File: config.mk
export PLATFORM = sky130hd
export DESIGN_NAME = bounded_deque_with_search_top
export DESIGN_NICKNAME = d
export VERILOG_FILES = /design/src/hw/rtl/bdq_pkg.sv /design/src/hw/rtl/bdq_ctrl.sv /design/src/hw/rtl/bdq_datapath.sv /design/src/hw/rtl/bounded_deque_with_search_top.sv
export SDC_FILE = /design/constraint.sdc
export NUM_CORES = 1
export LEC_CHECK = 0
export BUFFER_PORTS_ARGS = -buffer_cell sky130_fd_sc_hd__buf_2
export CAP_MARGIN = 15
export CORE_ASPECT_RATIO = 0.5
export CORE_MARGIN = 4
export CORE_UTILIZATION = 50
export CTS_BUF_LIST = sky130_fd_sc_hd__clkbuf_16
export CTS_CLUSTER_DIAMETER = 120
export DETAILED_ROUTE_END_ITERATION = 12
export GPL_ROUTABILITY_DRIVEN = 0
export GPL_TIMING_DRIVEN = 0
export HOLD_SLACK_MARGIN = 0.12
export PLACE_DENSITY = 0.73
export RECOVER_POWER = 25
export SETUP_SLACK_MARGIN = 0.2
export SYNTH_ARGS = -nofsm -noshare
export SYNTH_HDL_FRONTEND = slang
export SYNTH_SLANG_ARGS = --single-unit
File: constraint.sdc
create_clock -name clock -period 3.82 [get_ports clock]
set_clock_uncertainty 0.05 [all_clocks]
set_input_delay 0.191 -clock clock [delete_from_list [all_inputs] [get_ports clock]]
set_output_delay 0.191 -clock clock [all_outputs]
set_load 0.05 [all_outputs]
File: src/hw/rtl/bdq_pkg.sv
`default_nettype none

package bdq_pkg;

   localparam int WORD_W   = 32;
   localparam int KIND_W   = 3;
   localparam int STATUS_W = 2;

   localparam logic [KIND_W-1:0] KIND_PUSH_FRONT = 3'd0;
   localparam logic [KIND_W-1:0] KIND_PUSH_BACK  = 3'd1;
   localparam logic [KIND_W-1:0] KIND_POP_FRONT  = 3'd2;
   localparam logic [KIND_W-1:0] KIND_POP_BACK   = 3'd3;
   localparam logic [KIND_W-1:0] KIND_CONTAINS   = 3'd4;
   localparam logic [KIND_W-1:0] KIND_REMOVE     = 3'd5;
   localparam logic [KIND_W-1:0] KIND_QUERY      = 3'd6;

   localparam logic [STATUS_W-1:0] ST_OK    = 2'd0;
   localparam logic [STATUS_W-1:0] ST_FULL  = 2'd1;
   localparam logic [STATUS_W-1:0] ST_EMPTY = 2'd2;

   typedef struct packed {
      logic load;          // latch request word
      logic exec_op;       // push / pop effect
      logic walk_init;     // search pointer to front
      logic walk;          // issue read at walk pointer
      logic shift_init;    // walk pointer behind the match
      logic shift_write;   // write pending word one place forward
      logic set_found;
      logic remove_done;   // drop one entry after closing the gap
      logic rd_front;
      logic rd_back;
      logic finish;        // present result
   } ctl_cmd_type;

   typedef struct packed {
      logic [KIND_W-1:0] kind;
      logic              is_zero;
      logic              hit;
      logic              walk_done;
   } dp_status_type;

endpackage

`default_nettype wire

File: src/hw/rtl/bdq_ctrl.sv
`default_nettype none

module bdq_ctrl (
   input  wire logic                  clock,
   input  wire logic                  reset,
   input  wire logic                  start,
   output logic                       busy,
   input  wire bdq_pkg::dp_status_type st,
   output bdq_pkg::ctl_cmd_type       cmd
);

   localparam logic [2:0] S_IDLE  = 3'd0;
   localparam logic [2:0] S_EXEC  = 3'd1;
   localparam logic [2:0] S_SCAN  = 3'd2;
   localparam logic [2:0] S_SHIFT = 3'd3;
   localparam logic [2:0] S_RDF   = 3'd4;
   localparam logic [2:0] S_RDB   = 3'd5;
   localparam logic [2:0] S_FIN   = 3'd6;

   logic [2:0] state_ff;
   logic [2:0] state_in;

   always_comb begin
      state_in = state_ff;
      cmd      = '0;
      unique case (state_ff)
         S_IDLE: begin
            if (start) begin
               cmd.load = 1'b1;
               state_in = S_EXEC;
            end
         end
         S_EXEC: begin
            cmd.exec_op = 1'b1;
            if ((st.kind == bdq_pkg::KIND_CONTAINS || st.kind == bdq_pkg::KIND_REMOVE)
                && !st.is_zero) begin
               cmd.walk_init = 1'b1;
               state_in      = S_SCAN;
            end else begin
               state_in = S_RDF;
            end
         end
         S_SCAN: begin
            if (st.hit) begin
               cmd.set_found = 1'b1;
               if (st.kind == bdq_pkg::KIND_REMOVE) begin
                  cmd.shift_init = 1'b1;
                  state_in       = S_SHIFT;
               end else begin
                  state_in = S_RDF;
               end
            end else if (st.walk_done) begin
               state_in = S_RDF;
            end else begin
               cmd.walk = 1'b1;
            end
         end
         S_SHIFT: begin
            if (st.walk_done) begin
               cmd.remove_done = 1'b1;
               state_in        = S_RDF;
            end else begin
               cmd.walk        = 1'b1;
               cmd.shift_write = 1'b1;
            end
         end
         S_RDF: begin
            if (st.is_zero) begin
               state_in = S_FIN;
            end else begin
               cmd.rd_front = 1'b1;
               state_in     = S_RDB;
            end
         end
         S_RDB: begin
            cmd.rd_back = 1'b1;
            state_in    = S_FIN;
         end
         S_FIN: begin
            cmd.finish = 1'b1;
            state_in   = S_IDLE;
         end
         default: begin
            state_in = S_IDLE;
         end
      endcase
   end

   always_ff @(posedge clock) begin
      if (reset) begin
         state_ff <= S_IDLE;
      end else begin
         state_ff <= state_in;
      end
   end

   assign busy = (state_ff != S_IDLE);

endmodule

`default_nettype wire

File: src/hw/rtl/bdq_datapath.sv
`default_nettype none

module bdq_datapath #(
   parameter int DEPTH       = 16,
   parameter int VALUE_WIDTH = 32
) (
   input  wire logic                                  clock,
   input  wire logic                                  reset,
   input  wire bdq_pkg::ctl_cmd_type                  cmd,
   output bdq_pkg::dp_status_type                     st,
   input  wire logic        [bdq_pkg::KIND_W-1:0]     req_kind,
   input  wire logic signed [bdq_pkg::WORD_W-1:0]     req_item_value,
   output logic                                       rsp_valid,
   output logic             [bdq_pkg::STATUS_W-1:0]   rsp_status,
   output logic                                       rsp_found,
   output logic signed      [bdq_pkg::WORD_W-1:0]     rsp_front_word,
   output logic signed      [bdq_pkg::WORD_W-1:0]     rsp_back_word,
   output logic                                       rsp_is_empty,
   output logic             [$clog2(DEPTH+1)-1:0]     rsp_entry_count
);

   localparam int IW = $clog2(DEPTH);
   localparam int CW = $clog2(DEPTH + 1);
   localparam int SW = (VALUE_WIDTH < bdq_pkg::WORD_W) ? VALUE_WIDTH : bdq_pkg::WORD_W;

   function automatic logic [IW-1:0] slot_of(input logic [IW-1:0] base,
                                             input logic [IW-1:0] off);
      logic [IW:0] sum;
      sum = {1'b0, base} + {1'b0, off};
      if (sum >= (IW+1)'(DEPTH)) begin
         sum = sum - (IW+1)'(DEPTH);
      end
      return sum[IW-1:0];
   endfunction

   logic [SW-1:0] mem [DEPTH];

   logic [IW-1:0]                  head_ff, head_in;
   logic [CW-1:0]                  count_ff, count_in;
   logic [bdq_pkg::KIND_W-1:0]     kind_ff, kind_in;
   logic [SW-1:0]                  value_ff, value_in;
   logic [bdq_pkg::STATUS_W-1:0]   status_ff, status_in;
   logic                           found_ff, found_in;
   logic [CW-1:0]                  pos_ff, pos_in;
   logic                           pend_ff, pend_in;
   logic [CW-1:0]                  ppos_ff, ppos_in;
   logic [SW-1:0]                  front_ff, front_in;
   logic [SW-1:0]                  rd_data_ff;

   logic                           rsp_valid_ff, rsp_valid_in;
   logic [bdq_pkg::STATUS_W-1:0]   rsp_status_ff, rsp_status_in;
   logic                           rsp_found_ff, rsp_found_in;
   logic [SW-1:0]                  rsp_front_ff, rsp_front_in;
   logic [SW-1:0]                  rsp_back_ff, rsp_back_in;
   logic                           rsp_empty_ff, rsp_empty_in;
   logic [CW-1:0]                  rsp_count_ff, rsp_count_in;

   logic                           wr_en;
   logic [IW-1:0]                  wr_addr;
   logic [SW-1:0]                  wr_data;
   logic [IW-1:0]                  rd_addr;

   logic                           is_zero;
   logic                           is_full;
   logic [IW-1:0]                  head_dec;
   logic [CW-1:0]                  cnt_m1;
   logic [CW-1:0]                  ppos_m1;
   logic                           issue;

   assign is_zero  = (count_ff == '0);
   assign is_full  = (count_ff == CW'(DEPTH));
   assign head_dec = (head_ff == '0) ? IW'(DEPTH - 1) : head_ff - IW'(1);
   assign cnt_m1   = count_ff - CW'(1);
   assign ppos_m1  = ppos_ff - CW'(1);
   assign issue    = (pos_ff < count_ff);

   always_comb begin
      head_in       = head_ff;
      count_in      = count_ff;
      kind_in       = kind_ff;
      value_in      = value_ff;
      status_in     = status_ff;
      found_in      = found_ff;
      pos_in        = pos_ff;
      pend_in       = pend_ff;
      ppos_in       = ppos_ff;
      front_in      = front_ff;
      rsp_valid_in  = 1'b0;
      rsp_status_in = rsp_status_ff;
      rsp_found_in  = rsp_found_ff;
      rsp_front_in  = rsp_front_ff;
      rsp_back_in   = rsp_back_ff;
      rsp_empty_in  = rsp_empty_ff;
      rsp_count_in  = rsp_count_ff;
      wr_en         = 1'b0;
      wr_addr       = slot_of(head_ff, ppos_m1[IW-1:0]);
      wr_data       = rd_data_ff;
      rd_addr       = slot_of(head_ff, pos_ff[IW-1:0]);

      if (cmd.load) begin
         kind_in   = req_kind;
         value_in  = req_item_value[SW-1:0];
         status_in = bdq_pkg::ST_OK;
         found_in  = 1'b0;
      end

      if (cmd.exec_op) begin
         unique case (kind_ff)
            bdq_pkg::KIND_PUSH_FRONT: begin
               if (is_full) begin
                  status_in = bdq_pkg::ST_FULL;
               end else begin
                  wr_en    = 1'b1;
                  wr_addr  = head_dec;
                  wr_data  = value_ff;
                  head_in  = head_dec;
                  count_in = count_ff + CW'(1);
               end
            end
            bdq_pkg::KIND_PUSH_BACK: begin
               if (is_full) begin
                  status_in = bdq_pkg::ST_FULL;
               end else begin
                  wr_en    = 1'b1;
                  wr_addr  = slot_of(head_ff, count_ff[IW-1:0]);
                  wr_data  = value_ff;
                  count_in = count_ff + CW'(1);
               end
            end
            bdq_pkg::KIND_POP_FRONT: begin
               if (is_zero) begin
                  status_in = bdq_pkg::ST_EMPTY;
               end else begin
                  head_in  = slot_of(head_ff, IW'(1));
                  count_in = cnt_m1;
               end
            end
            bdq_pkg::KIND_POP_BACK: begin
               if (is_zero) begin
                  status_in = bdq_pkg::ST_EMPTY;
               end else begin
                  count_in = cnt_m1;
               end
            end
            default: begin
            end
         endcase
      end

      if (cmd.walk_init) begin
         pos_in  = '0;
         pend_in = 1'b0;
      end

      if (cmd.walk) begin
         pend_in = issue;
         ppos_in = pos_ff;
         if (issue) begin
            pos_in = pos_ff + CW'(1);
         end
      end

      if (cmd.shift_init) begin
         pos_in  = ppos_ff + CW'(1);
         pend_in = 1'b0;
      end

      // gap closing: word read last cycle moves one place towards the front
      if (cmd.shift_write && pend_ff) begin
         wr_en = 1'b1;
      end

      if (cmd.set_found) begin
         found_in = 1'b1;
      end

      if (cmd.remove_done) begin
         count_in = cnt_m1;
      end

      if (cmd.rd_front) begin
         rd_addr = head_ff;
      end

      if (cmd.rd_back) begin
         rd_addr  = slot_of(head_ff, cnt_m1[IW-1:0]);
         front_in = rd_data_ff;
      end

      if (cmd.finish) begin
         rsp_valid_in  = 1'b1;
         rsp_status_in = status_ff;
         rsp_found_in  = found_ff;
         rsp_front_in  = is_zero ? '0 : front_ff;
         rsp_back_in   = is_zero ? '0 : rd_data_ff;
         rsp_empty_in  = is_zero;
         rsp_count_in  = count_ff;
      end
   end

   always_ff @(posedge clock) begin
      if (reset) begin
         head_ff      <= '0;
         count_ff     <= '0;
         pend_ff      <= 1'b0;
         rsp_valid_ff <= 1'b0;
      end else begin
         head_ff      <= head_in;
         count_ff     <= count_in;
         pend_ff      <= pend_in;
         rsp_valid_ff <= rsp_valid_in;
      end
   end

   always_ff @(posedge clock) begin
      kind_ff       <= kind_in;
      value_ff      <= value_in;
      status_ff     <= status_in;
      found_ff      <= found_in;
      pos_ff        <= pos_in;
      ppos_ff       <= ppos_in;
      front_ff      <= front_in;
      rsp_status_ff <= rsp_status_in;
      rsp_found_ff  <= rsp_found_in;
      rsp_front_ff  <= rsp_front_in;
      rsp_back_ff   <= rsp_back_in;
      rsp_empty_ff  <= rsp_empty_in;
      rsp_count_ff  <= rsp_count_in;
   end

   always_ff @(posedge clock) begin
      if (wr_en) begin
         mem[wr_addr] <= wr_data;
      end
      rd_data_ff <= mem[rd_addr];
   end

   assign st.kind      = kind_ff;
   assign st.is_zero   = is_zero;
   assign st.hit       = pend_ff && (rd_data_ff == value_ff);
   assign st.walk_done = !pend_ff && !issue;

   assign rsp_valid       = rsp_valid_ff;
   assign rsp_status      = rsp_status_ff;
   assign rsp_found       = rsp_found_ff;
   assign rsp_front_word  = bdq_pkg::WORD_W'(rsp_front_ff);
   assign rsp_back_word   = bdq_pkg::WORD_W'(rsp_back_ff);
   assign rsp_is_empty    = rsp_empty_ff;
   assign rsp_entry_count = rsp_count_ff;

endmodule

`default_nettype wire

File: src/hw/rtl/bounded_deque_with_search_top.sv
// channel  | ports                                        | transfer
// ---------+----------------------------------------------+----------------------------
// request  | start, busy, req_kind, req_item_value        | start high while busy low
// response | rsp_valid, rsp_status, rsp_found, rsp_front_ | rsp_valid high, one cycle
//          | word, rsp_back_word, rsp_is_empty,           |
//          | rsp_entry_count                              |
//
// Push, pop, query: busy in EXEC, RDF, RDB, FIN (no RDB if left empty); result next cycle.
// Contains and remove walk the entries through the single read port of the store:
// the search runs in SCAN, a remove that hits closes the gap in SHIFT, and both
// then finish through RDF, RDB and FIN like the other words.
// Synchronous reset empties the deque; the store itself is not cleared.
// The receiver cannot stall; a new word may be started as a result is shown.
`default_nettype none

module bounded_deque_with_search_top #(
   parameter int DEPTH       = 16,
   parameter int VALUE_WIDTH = 32
) (
   input  wire logic                                  clock,
   input  wire logic                                  reset,
   input  wire logic                                  start,
   output logic                                       busy,
   input  wire logic        [bdq_pkg::KIND_W-1:0]     req_kind,
   input  wire logic signed [bdq_pkg::WORD_W-1:0]     req_item_value,
   output logic                                       rsp_valid,
   output logic             [bdq_pkg::STATUS_W-1:0]   rsp_status,
   output logic                                       rsp_found,
   output logic signed      [bdq_pkg::WORD_W-1:0]     rsp_front_word,
   output logic signed      [bdq_pkg::WORD_W-1:0]     rsp_back_word,
   output logic                                       rsp_is_empty,
   output logic             [$clog2(DEPTH+1)-1:0]     rsp_entry_count
);

   bdq_pkg::ctl_cmd_type   cmd;
   bdq_pkg::dp_status_type st;

   bdq_ctrl u_ctrl (
      .clock (clock),
      .reset (reset),
      .start (start),
      .busy  (busy),
      .st    (st),
      .cmd   (cmd)
   );

   bdq_datapath #(
      .DEPTH       (DEPTH),
      .VALUE_WIDTH (VALUE_WIDTH)
   ) u_datapath (
      .clock           (clock),
      .reset           (reset),
      .cmd             (cmd),
      .st              (st),
      .req_kind        (req_kind),
      .req_item_value  (req_item_value),
      .rsp_valid       (rsp_valid),
      .rsp_status      (rsp_status),
      .rsp_found       (rsp_found),
      .rsp_front_word  (rsp_front_word),
      .rsp_back_word   (rsp_back_word),
      .rsp_is_empty    (rsp_is_empty),
      .rsp_entry_count (rsp_entry_count)
   );

endmodule

`default_nettype wire

==> results.md, run 1 <==
- MaxCap Viol Count: 1
- Final Hold Vio Count: 0
- Clock Latency Late Sink: 0.63 ns
- GRT overflow: 0
- Core Region: 55700 um2
- Syn nets: 2112
- Status: finished, violations left
- Max Slew Vio Count: 36
- RSZ-0062 raised after global routing: false
- R2r worst-path depth: 12
- CTS Buf Count: 60
- Post-DP Area: 30300 um2
- Crit end category: register
- Placed insts: 2934
- Internal power: 16.9 mW
- Layout area overhead: 16.2%
- Top_reg_cell synth: edfxtp_1
- Residual DRC: 0
- Synth unique cells: 67
- Via density: 5.91
- Mean Syn Cell Area: 13.8 um2
- HPWL after detailed placement: 49400 um
- Detailed Routing Iterations Pass 1: 6
- Chip height: 176 um
- Maximum clock path buffer count: 3
- Final setup vio count: 0
- Hold Crit Start: req_item_value[29]
- Type of origin of the critical path: register
- RR Startpoint: u_datapath.count_ff[0]
- Number of global-route vias before repair: 17958
- Crit Path Max Fanout: 10
- Hold Path Depth: 2
- Failing checks: capacitance limit, slew limit
- Pin count of the biggest net entering global routing: 36
- DR vias: 18362
- Number of DRC markers in iteration 0: 2682
- Share of layout cells above drive strength 1: 12.3%
- Pwr/cell area: 875 nW/um2
- Setup slack, reg-to-reg: 0.25 ns
- Placement Setup Slack: -0.334 ns
- IO buf count: 112
- CTS tree: built
- Initial Util: 50.7%
- DRT antenna net count: 0
- Design area: 32800 um2
- Slew headroom: -18.6%
- Switching power: 11.9 mW
- Critical Path AT: 4.00 ns
- Post-Route WL: 75400 um
- Width of the die: 344 um
- Non-Filler Instances: 3105
- First-pass GRT wire length: 111000 um
- Clock power frac: 21.6%
- Ports: 113
- Clock period minus worst slack: 3.57 ns
- EDFF count, synth: 657
- Worst hold path class: input pin to register
- H-tree Lvls: 2
- Setup crit start: u_datapath.count_ff[0]
- P_leak: 11.4 nW
- # rows: 61
- DR WL/cell: 24.3 um
- Fin nets: 2363
- Logic pwr share: 41.1%
- Crit share post-route: 93.4%
- Syn Std Cell Area: 28300 um2
- Global Route Usage Sum: 24.5%
- Worst VDD drop: 0.000555 V
- Synth Instances: 2046
- Worst slew pin tran: 1.78 ns
- Fmax: 280 MHz
- Clk slew on worst S/H paths: 0.07 ns
- Total negative setup slack: 0 ns
- Register area share after synthesis: 73.7%
- Flop pwr share: 37.3%
- Initial antenna violation count: 1
- Yosys warnings: 0
- Req. time, crit path: 4.25 ns
- Number of diodes: 0
- CTS Sinks: 711
- Switching Share: 41.3%
- Slack of the critical path: 0.250 ns
- Crit path kind: register to register
- Die area: 60600 um2
- Yosys reg bits: 711
- Root buf cell: clkbuf_16
- Asr flop ratio synth: 0%
[cells in the mapped netlist, types with 24 or more instances]
cell	count	area share (%)
nand2_1	478	6.4
edfxtp_1	657	70
nor2_1	39	0.52
mux2i_1	36	1.3
o21ai_1	33	0.58
nand3_1	206	3.6
and2_1	67	1.5
buf_2	36	0.64
a32oi_1	34	1.1
clkbuf_1	48	0.64
nand4_1	67	1.5
mux2_2	35	1.4
xor2_1	36	1.1
dfxtp_1	54	3.8
ha_1	24	1.1
[power groups by stage]
stage / logic, mW / registers (mW) / clock network (mW)
finish: 11.8 / 10.7 / 6.20
global route: 12.6 / 10.7 / 6.58
CTS: 11.5 / 10.7 / 6.22
detailed placement: 11.3 / 10.8 / 0
global placement: 10.9 / 10.8 / 0
floorplan: 7.15 / 10.5 / 0
[metal layers]
metal	GRT usage, %	up-vias	part of all wire, %	wire length, um
li1	-	8020	-	-
met1	35.2	8973	39	29700
met2	38.7	1218	46	34300
met3	4.73	151	12	9130
met4	7.14	0	2.9	2210
met5	0	-	0	0
[what timing repair did]
item,CTS,global route
gates resized for setup,6,15
pin swaps,10,7
endpoints found under the hold margin,48,0
setup endpoints to repair,544,229
setup buffers,11,9
hold buffers,37,0
[logic make-up after synthesis]
kind of cell	count (synthesis)	share of synthesized area, %
AND/OR/NAND/NOR	916	15.0
XOR/XNOR	57	1.77
multiplexers	71	2.67
adder cells (fa/ha/maj)	28	1.35
flip-flops	711	73.7
buffers and inverters	131	2.36
AO/OA/AOI/OAI	132	3.21
[through the flow]
step	util, %	power (mW)	hold WS [ns]
CTS	59.0	28.4	0.201
finish	58.9	28.7	0.226
detailed placement	54.5	22.2	0.319
global placement	53.4	21.7	0.317
global route	58.9	29.9	0.223
floorplan	-	17.7	0.240
[state kept, by name (all words and copies together), names as in the netlist]
register / cells
u_ctrl.state_ff: 3
u_datapath.count_ff: 5
u_datapath.found_ff: 1
u_datapath.front_ff: 32
u_datapath.head_ff: 4
u_datapath.kind_ff: 3
u_datapath.mem: 512
u_datapath.pend_ff: 1
u_datapath.pos_ff: 5
u_datapath.ppos_ff: 5
u_datapath.rd_data_ff: 32
u_datapath.rsp_back_word: 32
u_datapath.rsp_entry_count: 5
u_datapath.rsp_found: 1
u_datapath.rsp_front_word: 32
u_datapath.rsp_is_empty: 1
u_datapath.rsp_status: 2
u_datapath.rsp_valid: 1
u_datapath.status_ff: 2
u_datapath.value_ff: 32
[critical path, stage by stage (launching register included)]
cell       delay [ns]
dfxtp_1          0.51
inv_1            0.17
ha_1             0.33
inv_1            0.08
fa_1             0.37
xor2_1           0.19
o2bb2ai_1        0.19
nor3_4           0.11
nor2_4           0.43
clkbuf_1         0.55
nand3_1          0.15
nand4_1          0.21
o21ai_1          0.10
[final timing paths]
kind,end
max,u_datapath.rd_data_ff[3]
min,u_datapath.value_ff[29]
max reg2reg,u_datapath.rd_data_ff[3]
min reg2reg,u_datapath.rsp_found
[cells in the final DEF (no fill, tap or decap), types with 19 or more instances in the layout]
cell | synthesis | routed
buf_4 | 11 | 22
buf_2 | 36 | 67
dfxtp_1 | 54 | 53
clkbuf_16 | 0 | 61
ha_1 | 24 | 24
and2_0 | 0 | 31
edfxtp_1 | 657 | 657
inv_1 | 22 | 38
mux2i_1 | 36 | 36
nand4_1 | 67 | 67
a32oi_1 | 34 | 34
xnor2_1 | 21 | 20
o21ai_1 | 33 | 33
xor2_1 | 36 | 36
nand3_1 | 206 | 205
mux2_2 | 35 | 35
buf_12 | 0 | 19
and2_1 | 67 | 36
clkbuf_1 | 48 | 120
nor2_1 | 39 | 23
nand2_1 | 478 | 478
dlygate4sd3_1 | 0 | 37
[final cells by class]
class                      count  area [um2]
fill                        4122       22900
sequential                   711       20800
multi-input combinational   1204        6920
clock buffer                  61        1530
timing repair buffer         189        1500
tap                          756         946
buffer                       108         589
clock inverter                53         467
inverter                      23        87.6
Power figures use the tool's default switching activity.
==> run 2, diff against run 1 <==
--- a/config.mk
+++ b/config.mk
@@ -5,7 +5,7 @@
 export SDC_FILE = /design/constraint.sdc
 export NUM_CORES = 1
 export LEC_CHECK = 0
-export BUFFER_PORTS_ARGS = -buffer_cell sky130_fd_sc_hd__buf_2
+export BUFFER_PORTS_ARGS = -buffer_cell sky130_fd_sc_hd__buf_4
 export CAP_MARGIN = 15
 export CORE_ASPECT_RATIO = 0.5
 export CORE_MARGIN = 4
==> run 2 against run 1 <==
  * The run still ends with capacitance limit, slew limit left
  * Non-clock buffer count increased by 2
  * Sequential share of layout area about the same
  * Worst hold slack improved by 0.017 ns
  * Register-to-register slack got worse by 0.07 ns
  * Maximum frequency decreased by 1.8%
  * Wire length decreased by 0.71%
  * Count of clock-buffer cells in the layout decreased by 1
  * Flip-flop and latch count unchanged
  * Global-route usage decreased by 0.13 points
  * Sequential power about the same
==> results.md, run 2 (synthesized netlist as in run 1, its figures left out) <==
- Global Route Usage Sum: 24.4% (-0.13 points)
- RSZ-0062 raised after global routing: false
- Clk slew on worst S/H paths: 0.07 ns (about the same)
- H-tree Lvls: 2 (unchanged)
- Max reg flops: 512 (unchanged)
- Layout area overhead: 16.3% (about the same)
- Highest Signal Layer: met5
- Most frequent cells in the layout: 657 x edfxtp_1, 478 x nand2_1, 205 x nand3_1
- Wire length on met2: 33700 um (-1.7%)
- Number of global-route vias before repair: 17688 (-1.5%)
- DR vias: 18371 (+0.049%)
- Initial antenna violation count: 3 (+2)
- Fmax: 275 MHz (-1.8%)
- CTS Buf Count: 60 (unchanged)
- Clock Latency Late Sink: 0.64 ns (about the same)
- Post-DP Area: 30600 um2 (+0.97%)
- Worst hold path class: input pin to register
- Setup slack, reg-to-reg: 0.18 ns (-0.07 ns)
- Critical Path AT: 4.12 ns (+0.12 ns)
- Number of DRC markers in iteration 0: 2629 (-2.0%)
- Design area: 32900 um2 (about the same)
- Initial Util: 50.7% (unchanged)
- Final setup vio count: 0 (unchanged)
- Detailed Routing Iterations Pass 1: 5 (-1)
- Slew headroom: -16.2% (+2.5 points)
- Met3 wire len: 9190 um (+0.63%)
- HPWL after detailed placement: 49600 um (+0.39%)
- Share of layout cells above drive strength 1: 12.7% (+0.38 points)
- RR Startpoint: u_datapath.count_ff[1]
- First-pass GRT wire length: 110000 um (-0.88%)
- Met1 WL: 29500 um (-0.90%)
- Pin count of the biggest net entering global routing: 36 (unchanged)
- Crit Path Max Fanout: 10 (unchanged)
- CP max stage cell: clkbuf_1
- Hold Crit Start: req_kind[2]
- Most common cell after layout, fill and taps aside: edfxtp_1
- Most Frequent Cell on Critical Path: nand3_2
- Hold path endpoint: u_datapath.kind_ff[2]
- Worst slew pin tran: 1.74 ns (-0.0368 ns)
- IO buf count: 112 (unchanged)
- GRT overflow: 0 (unchanged)
- Final Total Pwr: 28.6 mW (-0.57%)
- Crit-path max cell delay: 0.66 ns (+0.11 ns)
- Via density: 5.91 (about the same)
- Critical path cell sequence: inv_1 -> ha_1 -> or4b_1 -> buf_6 -> clkinvlp_2 -> nand3_2 -> nand3_2 -> buf_4 -> clkbuf_1 -> nand2_1 -> nand3_1 -> nand4_1 -> o21ai_1
- Crit share post-route: 95.2% (+1.7 points)
- Max Slew Vio Count: 36 (unchanged)
- Chip height: 176 um (unchanged)
- Width of the die: 344 um (unchanged)
- Final Hold Vio Count: 0 (unchanged)
- Hold Path Depth: 2 (unchanged)
- DRT antenna net count: 0 (unchanged)
- Total negative setup slack: 0 ns (unchanged)
- Core Region: 55700 um2 (unchanged)
- P_leak: 11.4 nW (-0.30%)
- Residual DRC: 0 (unchanged)
- Crit path kind: register to register
- CTS tree: built
- Root buf cell: clkbuf_16
- # rows: 61 (unchanged)
- Largest reg by FF count: u_datapath.mem
- Status: finished, violations left
- Ports: 113 (unchanged)
- Delay-heaviest family, CP: buffers and inverters
- Pwr/cell area: 869 nW/um2 (-0.66%)
- Post-Route WL: 74900 um (-0.71%)
- Die area: 60600 um2 (unchanged)
- Crit end category: register
- Type of origin of the critical path: register
- Req. time, crit path: 4.30 ns (+0.05 ns)
- Maximum clock path buffer count: 3 (unchanged)
- Failing checks: capacitance limit, slew limit
- MaxCap Viol Count: 1 (unchanged)
- Fin nets: 2365 (+0.085%)
- Clock period minus worst slack: 3.64 ns (+0.0666 ns)
- CTS Sinks: 711 (unchanged)
- Worst VDD drop: 0.000593 V (+7.0%)
- Buf+Inv Stages, Crit Path: 5 (+2)
- R2r endpoint: u_datapath.rd_data_ff[30]
- DR WL/cell: 24.1 um (-0.77%)
- R2r worst-path depth: 13 (+1)
-- run 2: repair_timing --
action,4_1_cts,5_1_grt
hold buffers,37,0
gates resized for setup,7,15
pin swaps,13,4
hold endpoints to repair,48,0
setup endpoints to repair,544,312
buffers inserted,15,7
-- run 2: area by class of cell --
class / instances / area, um2
fillers: 4175 / 22800
clock inverters: 53 / 399
well taps: 756 / 946
repair buffers: 191 / 1610
plain buffers: 108 / 589
inverters: 23 / 87.6
multi-input cells: 1204 / 6920
flip-flops and latches: 711 / 20800
diodes: 1 / 2.50
clock buffers: 60 / 1500
-- run 2: worst max path at each step --
stage                                       from                         to  slack, ns  cells after the start
after CTS                     u_ctrl.state_ff[0]     u_datapath.mem[11][14]       0.21                     10
after global routing      u_datapath.count_ff[1]  u_datapath.rd_data_ff[29]       0.11                     13
after global placement        u_ctrl.state_ff[0]     u_datapath.mem[12][13]      -2.12                      9
after floorplan               u_ctrl.state_ff[0]      u_datapath.mem[13][0]        0.1                      9
after detailed placement      u_ctrl.state_ff[0]      u_datapath.mem[4][18]      -0.36                     10
final                     u_datapath.count_ff[1]  u_datapath.rd_data_ff[30]       0.18                     13
-- run 2: per-stage QoR --
step,hold WS [ns],util (%),instances,setup slack (ns)
2_1_floorplan,0.240,-,2046,0.0996
3_3_place_gp,0.319,53.9,2914,-2.12
3_5_place_dp,0.320,55.0,2934,-0.365
4_1_cts,0.213,59.5,3099,0.206
5_1_grt,0.246,59.0,3106,0.113
6_report,0.243,59.0,3107,0.184
-- run 2: power breakdown --
| group | switching, mW | leakage (nW) | total (mW) | internal [mW] |
|---|---|---|---|---|
| Clock | 2.80 | 0.979 | 6.01 | 3.20 |
| Sequential | 0.614 | 6.40 | 10.7 | 10.1 |
| Combinational | 8.50 | 3.97 | 11.9 | 3.37 |
| Total | 11.9 | 11.4 | 28.6 | 16.7 |
-- run 2: metal layers --
layer  GRT usage (%)  vias up
met5               0        -
met4            7.70        2
met3            5.59      171
met2            38.0     1158
met1            34.5     9026
li1                -     8014
-- run 2: worst reg2reg max path, cell delays in order (launching register included) --
cell        delay [ns]
dfxtp_2           0.37
inv_1             0.15
ha_1              0.21
or4b_1            0.48
buf_6             0.17
clkinvlp_2        0.18
nand3_2           0.11
nand3_2           0.28
buf_4             0.25
clkbuf_1          0.66
nand2_1           0.13
nand3_1           0.14
nand4_1           0.12
o21ai_1           0.23
